--- src/sv/g16frc_pkg.sv ---
// Shared types, constants and the dither lookup for the gray16 frame rate control block.
`timescale 1ns / 1ps

package g16frc_pkg;

    localparam int PIXEL_COUNT = 8;
    localparam int GRAY_W      = 4;
    localparam int LEVEL_W     = 2;
    localparam int PAGE_W      = 3;
    localparam int PAGE_COUNT  = 5;
    localparam int GRAY_LEVELS = 16;

    localparam logic [PAGE_W-1:0] FIRST_PAGE = 3'd0;
    localparam logic [PAGE_W-1:0] LAST_PAGE  = 3'd4;

    typedef logic [PAGE_W-1:0]  page_t;
    typedef logic [GRAY_W-1:0]  gray_t;
    typedef logic [LEVEL_W-1:0] level_t;

    typedef struct packed {
        logic [PIXEL_COUNT-1:0] plane_high;
        logic [PIXEL_COUNT-1:0] plane_low;
        page_t                  page_used;
    } result_t;

    localparam level_t DITHER_TABLE [PAGE_COUNT][GRAY_LEVELS] = '{
        '{2'd0, 2'd1, 2'd0, 2'd1, 2'd1, 2'd1, 2'd2, 2'd1,
          2'd2, 2'd2, 2'd2, 2'd3, 2'd2, 2'd3, 2'd3, 2'd3},
        '{2'd0, 2'd0, 2'd1, 2'd0, 2'd1, 2'd1, 2'd1, 2'd2,
          2'd1, 2'd2, 2'd2, 2'd2, 2'd3, 2'd2, 2'd3, 2'd3},
        '{2'd0, 2'd0, 2'd0, 2'd1, 2'd1, 2'd1, 2'd1, 2'd1,
          2'd2, 2'd2, 2'd2, 2'd2, 2'd2, 2'd3, 2'd3, 2'd3},
        '{2'd0, 2'd0, 2'd1, 2'd0, 2'd1, 2'd1, 2'd1, 2'd2,
          2'd1, 2'd2, 2'd2, 2'd2, 2'd3, 2'd2, 2'd3, 2'd3},
        '{2'd0, 2'd0, 2'd0, 2'd1, 2'd0, 2'd1, 2'd1, 2'd1,
          2'd2, 2'd1, 2'd2, 2'd2, 2'd2, 2'd3, 2'd2, 2'd3}
    };

    function automatic level_t dither_level(input page_t page, input gray_t gray);
        level_t lvl;
        case (page)
            3'd0:    lvl = DITHER_TABLE[0][gray];
            3'd1:    lvl = DITHER_TABLE[1][gray];
            3'd2:    lvl = DITHER_TABLE[2][gray];
            3'd3:    lvl = DITHER_TABLE[3][gray];
            3'd4:    lvl = DITHER_TABLE[4][gray];
            default: lvl = DITHER_TABLE[0][gray];
        endcase
        return lvl;
    endfunction

endpackage

--- src/sv/g16frc_lane.sv ---
// One dither lane: maps a single 16-level gray pixel to its 2-bit level on the current page.
`timescale 1ns / 1ps

module g16frc_lane
    import g16frc_pkg::*;
(
    input  page_t  page,
    input  gray_t  gray,
    output level_t level
);

    assign level = dither_level(page, gray);

endmodule

--- src/sv/g16frc_merge.sv ---
// Merge stage: applies the overlay over the lane levels and splits them into two bit planes.
`timescale 1ns / 1ps

module g16frc_merge
    import g16frc_pkg::*;
(
    input  logic [PIXEL_COUNT-1:0][LEVEL_W-1:0] lane_levels,
    input  logic                                overlay_enable,
    input  logic [PIXEL_COUNT*LEVEL_W-1:0]      overlay_levels,
    input  logic [PIXEL_COUNT-1:0]              overlay_transparent,
    output logic [PIXEL_COUNT-1:0]              plane_high,
    output logic [PIXEL_COUNT-1:0]              plane_low
);

    level_t merged [PIXEL_COUNT];

    always_comb
    begin
        for (int k = 0; k < PIXEL_COUNT; k++)
        begin
            if (overlay_enable && !overlay_transparent[k])
            begin
                merged[k] = overlay_levels[k*LEVEL_W +: LEVEL_W];
            end
            else
            begin
                merged[k] = lane_levels[k];
            end
            plane_high[k] = merged[k][1];
            plane_low[k]  = merged[k][0];
        end
    end

endmodule

--- src/sv/g16frc_outbuf.sv ---
// Output register with a skid entry so the input side keeps flowing while a result waits.
`timescale 1ns / 1ps

module g16frc_outbuf
    import g16frc_pkg::*;
(
    input  logic    clk,
    input  logic    rst_n,
    input  logic    push_valid,
    output logic    push_stall,
    input  result_t push_data,
    output logic    out_valid,
    input  logic    out_stall,
    output result_t out_data
);

    logic    main_valid_reg;
    logic    main_valid_next;
    result_t main_data_reg;
    result_t main_data_next;
    logic    skid_valid_reg;
    logic    skid_valid_next;
    result_t skid_data_reg;
    result_t skid_data_next;
    logic    push_accept;
    logic    main_free;

    assign push_stall  = skid_valid_reg;
    assign push_accept = push_valid && !skid_valid_reg;
    assign main_free   = !main_valid_reg || !out_stall;

    always_comb
    begin
        main_valid_next = main_valid_reg;
        main_data_next  = main_data_reg;
        skid_valid_next = skid_valid_reg;
        skid_data_next  = skid_data_reg;
        if (main_free)
        begin
            if (skid_valid_reg)
            begin
                main_valid_next = 1'b1;
                main_data_next  = skid_data_reg;
                skid_valid_next = 1'b0;
            end
            else
            begin
                main_valid_next = push_accept;
                main_data_next  = push_data;
            end
        end
        else if (push_accept)
        begin
            skid_valid_next = 1'b1;
            skid_data_next  = push_data;
        end
    end

    always_ff @(posedge clk or negedge rst_n)
    begin
        if (!rst_n)
        begin
            main_valid_reg <= 1'b0;
            skid_valid_reg <= 1'b0;
        end
        else
        begin
            main_valid_reg <= main_valid_next;
            skid_valid_reg <= skid_valid_next;
        end
    end

    always_ff @(posedge clk)
    begin
        main_data_reg <= main_data_next;
        skid_data_reg <= skid_data_next;
    end

    assign out_valid = main_valid_reg;
    assign out_data  = main_data_reg;

`ifndef SYNTHESIS
    a_skid_implies_main: assert property (@(posedge clk) disable iff (!rst_n)
        skid_valid_reg |-> main_valid_reg)
        else $error("skid entry held without a main entry");

    a_skid_fill_on_stall: assert property (@(posedge clk) disable iff (!rst_n)
        $rose(skid_valid_reg) |-> $past(main_valid_reg && out_stall))
        else $error("skid entry filled while output was free");

    a_skid_holds_on_stall: assert property (@(posedge clk) disable iff (!rst_n)
        (skid_valid_reg && out_stall) |=> (skid_valid_reg && $stable(skid_data_reg)))
        else $error("skid entry lost while output stalled");
`endif

endmodule

--- src/sv/gray16_frame_rate_control.sv ---
// Top level of the gray16 frame rate control: page state, eight dither lanes, merge, output buffer.
`timescale 1ns / 1ps

// Temporal grayscale dither for a 4-level LCD. Every item carries eight 16-level
// gray pixels; eight lanes look them up in the dither table row of the current
// page (0..4) in the same cycle, the merge stage lays the optional overlay over
// them and splits the result into two bit-plane bytes. An item is taken every
// cycle while in_stall is low; its result goes to the output register, or to the
// skid entry while the output is stalled, so the two-entry output buffer keeps
// the input flowing for one more item. The page advances after each item flagged
// end_of_frame. overlay_enable is written through cfg_write_en and cfg_write_data,
// and the user must do so only while the block is idle; the block does not enforce it.
module gray16_frame_rate_control
    import g16frc_pkg::*;
(
    input  logic                           clk,
    input  logic                           rst_n,
    input  logic                           cfg_write_en,
    input  logic                           cfg_write_data,
    input  logic                           in_valid,
    output logic                           in_stall,
    input  logic [PIXEL_COUNT*GRAY_W-1:0]  gray_pixels,
    input  logic [PIXEL_COUNT*LEVEL_W-1:0] overlay_levels,
    input  logic [PIXEL_COUNT-1:0]         overlay_transparent,
    input  logic                           end_of_frame,
    output logic                           out_valid,
    input  logic                           out_stall,
    output logic [PIXEL_COUNT-1:0]         plane_high,
    output logic [PIXEL_COUNT-1:0]         plane_low,
    output logic [PAGE_W-1:0]              page_used
);

    logic                               overlay_enable_reg;
    logic                               overlay_enable_next;
    page_t                              page_reg;
    page_t                              page_next;
    page_t                              page_cur;
    logic                               in_accept;
    logic [PIXEL_COUNT-1:0][LEVEL_W-1:0] lane_levels;
    logic [PIXEL_COUNT-1:0]             new_plane_high;
    logic [PIXEL_COUNT-1:0]             new_plane_low;
    result_t                            new_result;
    result_t                            out_result;

    assign in_accept = in_valid && !in_stall;
    assign page_cur  = (page_reg > LAST_PAGE) ? FIRST_PAGE : page_reg;

    always_comb
    begin
        overlay_enable_next = cfg_write_en ? cfg_write_data : overlay_enable_reg;
        page_next           = page_reg;
        if (in_accept && end_of_frame)
        begin
            page_next = (page_cur == LAST_PAGE) ? FIRST_PAGE : page_cur + 3'd1;
        end
    end

    always_ff @(posedge clk or negedge rst_n)
    begin
        if (!rst_n)
        begin
            overlay_enable_reg <= 1'b0;
            page_reg           <= FIRST_PAGE;
        end
        else
        begin
            overlay_enable_reg <= overlay_enable_next;
            page_reg           <= page_next;
        end
    end

    for (genvar k = 0; k < PIXEL_COUNT; k++)
    begin : g_lane
        g16frc_lane u_lane (
            .page  (page_cur),
            .gray  (gray_pixels[k*GRAY_W +: GRAY_W]),
            .level (lane_levels[k])
        );
    end

    g16frc_merge u_merge (
        .lane_levels         (lane_levels),
        .overlay_enable      (overlay_enable_reg),
        .overlay_levels      (overlay_levels),
        .overlay_transparent (overlay_transparent),
        .plane_high          (new_plane_high),
        .plane_low           (new_plane_low)
    );

    assign new_result = '{plane_high: new_plane_high, plane_low: new_plane_low,
                          page_used: page_cur};

    g16frc_outbuf u_outbuf (
        .clk        (clk),
        .rst_n      (rst_n),
        .push_valid (in_valid),
        .push_stall (in_stall),
        .push_data  (new_result),
        .out_valid  (out_valid),
        .out_stall  (out_stall),
        .out_data   (out_result)
    );

    assign plane_high = out_result.plane_high;
    assign plane_low  = out_result.plane_low;
    assign page_used  = out_result.page_used;

`ifndef SYNTHESIS
    a_page_in_range: assert property (@(posedge clk) disable iff (!rst_n)
        page_reg <= LAST_PAGE)
        else $error("dither page out of range");

    a_page_wraps: assert property (@(posedge clk) disable iff (!rst_n)
        (in_accept && end_of_frame && page_reg == LAST_PAGE) |=> page_reg == FIRST_PAGE)
        else $error("dither page did not wrap");

    a_page_advances: assert property (@(posedge clk) disable iff (!rst_n)
        (in_accept && end_of_frame && page_reg < LAST_PAGE)
        |=> page_reg == $past(page_reg) + 3'd1)
        else $error("dither page did not advance");

    a_page_holds: assert property (@(posedge clk) disable iff (!rst_n)
        !(in_accept && end_of_frame) |=> $stable(page_reg))
        else $error("dither page changed mid frame");
`endif

endmodule

--- config.mk ---
export PLATFORM = sky130hd
export DESIGN_NAME = gray16_frame_rate_control
export DESIGN_NICKNAME = d
export VERILOG_FILES = /design/src/sv/g16frc_pkg.sv /design/src/sv/g16frc_lane.sv /design/src/sv/g16frc_merge.sv /design/src/sv/g16frc_outbuf.sv /design/src/sv/gray16_frame_rate_control.sv
export SDC_FILE = /design/constraint.sdc
export NUM_CORES = 1
export LEC_CHECK = 0
export BUFFER_PORTS_ARGS = -buffer_cell sky130_fd_sc_hd__buf_2
export CORE_ASPECT_RATIO = 1.1
export CORE_MARGIN = 8
export CORE_UTILIZATION = 53
export DETAILED_ROUTE_END_ITERATION = 6
export HOLD_SLACK_MARGIN = 0.15
export PLACE_DENSITY_LB_ADDON = 0.08
export SLEW_MARGIN = 20
export SYNTH_ARGS = -nofsm -noshare
export SYNTH_HDL_FRONTEND = slang
export SYNTH_SLANG_ARGS = --single-unit
--- constraint.sdc ---
create_clock -name clk -period 4.05 [get_ports clk]
set_input_delay 0.6075 -clock clk [delete_from_list [all_inputs] [get_ports clk]]
set_output_delay 0.6075 -clock clk [all_outputs]
set_load 0.005 [all_outputs]
==> results.yml <==
final_layout:
  multi_input_area_sq_um: 1630
  regArea_sq_um: 1290
  area_growth_pct: 17.3
  drive_gt1_share_pct: 28.5
  layout.nets: 482
  fillers: 522
synthesis:
  netlist_top_cells_area: "edfxtp_1 37%, a31oi_1 5.6%, a211oi_1 5.1%"
  ys_top_cells_by_count: "38 x edfxtp_1, 36 x nor2_1, 31 x a21oi_1"
  yosysTopAreaCell: "edfxtp_1"
  ys_async_sr_fraction_pct: 13.6
  ys_seq_area_share_pct: 41.4
  synth.distinct_cells: 45
  synth_area_sq_um: 3120
  post-synth-top-area-fraction_pct: 36.6
  yosysMostFrequentCell: "edfxtp_1"
  ys_ff_latch: 44
  synth_ff_type: "edfxtp_1"
  yosysWarnings: 0
  synth-edff-count: 38
  netlist_instances: 351
  synth_area_per_cell_sq_um: 8.88
  syn_nets: 417
sta:
  period_share_pct: 75.0
  hold_viol_final: 0
  period_needed_ns: 3.04
  setup_ws_ns: 1.01
  skew_ns: 0.00689
  timing.final.max_slew_violations: 0
  rsz0062_at_grt: "no"
  fmax_mhz: 329
  slew_headroom_pct: 28.3
  setup_tns_ns: 0
  worst_slew_pin_slew_ns: 1.08
  setup_violations: 0
clocking:
  cts_tree: "yes"
  clk_root_buffer_cell: "clkbuf_8"
  worstSkewPairLatency_ns: 0.30
  cts.sinks: 44
  cts_resized: 0
  clk_pin_slew_worst_paths_ns: 0.08
  cts_buffers: 5
  cts.path.max_buffers: 2
  h-tree-depth: 2
power:
  leakage_nw: 1.47
  p_per_area_nw_per_um2: 531
  design_power_total_w: 0.00194
  vdd_drop_max_v: 0.000268
critical_path:
  cp-end-kind: "flip-flop"
  critPathRequiredTime_ns: 4.10
  regToRegEndpoint: "u_outbuf.out_data[18]"
  r2r_slack_ns: 1.01
  cp-startpoint: "page_reg[2]"
  critical_path_class: "flip-flop to flip-flop"
  worstPathArrival_ns: 3.09
  path_max_fanout: 27
  cp-start-kind: "flip-flop"
  r2r_cells: 9
  r2r-start: "page_reg[2]"
  crit_end: "u_outbuf.out_data[18]"
global_route:
  antenna_found_initial: 3
  grt_start_max_net_pins: 29
  grt_overflow_total: 0
  grt_pass1_wl_mm: 12.7
  grt_pass1_vias: 2667
  grt_usage_pct: 19.2
run:
  drv_cap: 0
floorplan:
  fp-row-count: 29
  die_h_um: 96.4
  ios: 84
  die_area_sq_um: 8600
  dieWidth_um: 89.1
  core_area_sq_um: 5730
  start_util_pct: 54.4
detailed_routing:
  wl_per_cell_um: 16.6
  drt-total-wl_mm: 8.21
  drtPass1Iterations: 7
  via_count: 2885
  postRouteAntennaNets: 0
  drc: 0
  viasPerCell: 5.83
  drt_iter0_markers: 274
place:
  pre_cts_ws_ns: 1.06
  placement.io_buffers: 83
  dp_hpwl_mm: 5.98
  place.gp.congestion: 0.808
outcome:
  status: "finished, final reports clean"
hold_path:
  hp-class: "input port to flip-flop"
per-stage QoR:
stage               instances  utilization [%]  hold WS, ns  area (sq um)
global route              495             63.8        0.536          3660
global placement          485             61.7        0.452          3540
finish                    495             63.8        0.535          3660
floorplan                 351                -        0.312          3120
detailed placement        485             61.7        0.452          3540
CTS                       494             63.7        0.533          3650
area by class of cell:
class | count | area share [%]
multi-input combinational | 257 | 44.5
sequential | 44 | 35.3
timing repair buffer | 88 | 12.5
tap | 77 | 2.64
inverter | 20 | 2.05
clock buffer | 6 | 1.98
clock inverter | 2 | 0.958
antenna | 1 | 0.0684
logic make-up after synthesis:
logic type / Yosys count / synth area share, %
fa+ha+maj: 4 / 1.53
mux: 17 / 6.10
flops: 44 / 41.4
compound gates: 138 / 27.8
simple gates: 91 / 14.4
buf+inv: 50 / 6.74
xor+xnor: 7 / 1.97
per-layer routing:
| layer | track usage, % | vias up | share of wire, % |
|---|---|---|---|
| li1 | - | 1447 | - |
| met1 | 25.6 | 1327 | 46 |
| met2 | 30.1 | 98 | 45 |
| met3 | 4.91 | 9 | 7.4 |
| met4 | 5.83 | 4 | 1.2 |
| met5 | 0 | - | 0.19 |
worst max-delay path: stages, from the launching register on:
cell	delay (ns)
dfrtp_1	0.44
nand2b_1	0.36
buf_4	0.30
ha_1	0.25
nor4b_1	0.25
a211o_2	0.46
o21ai_0	0.17
a21oi_1	0.17
o31ai_1	0.10
mux2_2	0.27
timing repair:
action	4_1_cts	5_1_grt
endpoints found under the hold margin	6	0
setup buffers	0	0
hold buffers	1	0
cell usage in the layout (no fill, tap or decap), types with 7 or more instances in the layout:
master     synthesis  routed
a211oi_1          21      21
o311ai_1           7       7
nor2_1            36      36
inv_1             19      19
o22ai_1            7       7
a21oi_1           31      31
xor2_1             7       7
a31oi_1           28      28
o2111ai_1          7       7
o21ai_0           21      21
o21ai_1            8       8
mux2_2            14      14
nand2b_1          20      20
edfxtp_1          38      38
nand2_1           18      18
buf_2              2      83
report_power, final:
group | leakage [nW] | total, W | internal, W | switching, W
clock | 0.0552 | 0.000332 | 0.000183 | 0.000149
sequential | 0.441 | 0.000727 | 0.000665 | 0.0000620
combinational | 0.970 | 0.000884 | 0.000375 | 0.000509
total | 1.47 | 0.00194 | 0.00122 | 0.000720
how the worst min path moves through the flow:
stage,from,to,cells past startpoint
3_5_place_dp,rst_n,page_reg[0],1
2_1_floorplan,rst_n,overlay_enable_reg,0
6_report,in_valid,u_outbuf.out_valid,3
4_1_cts,cfg_write_data,overlay_enable_reg,2
5_1_grt,cfg_write_data,overlay_enable_reg,2
3_3_place_gp,rst_n,page_reg[0],1
No activity file was read; power rests on OpenSTA's default activity.
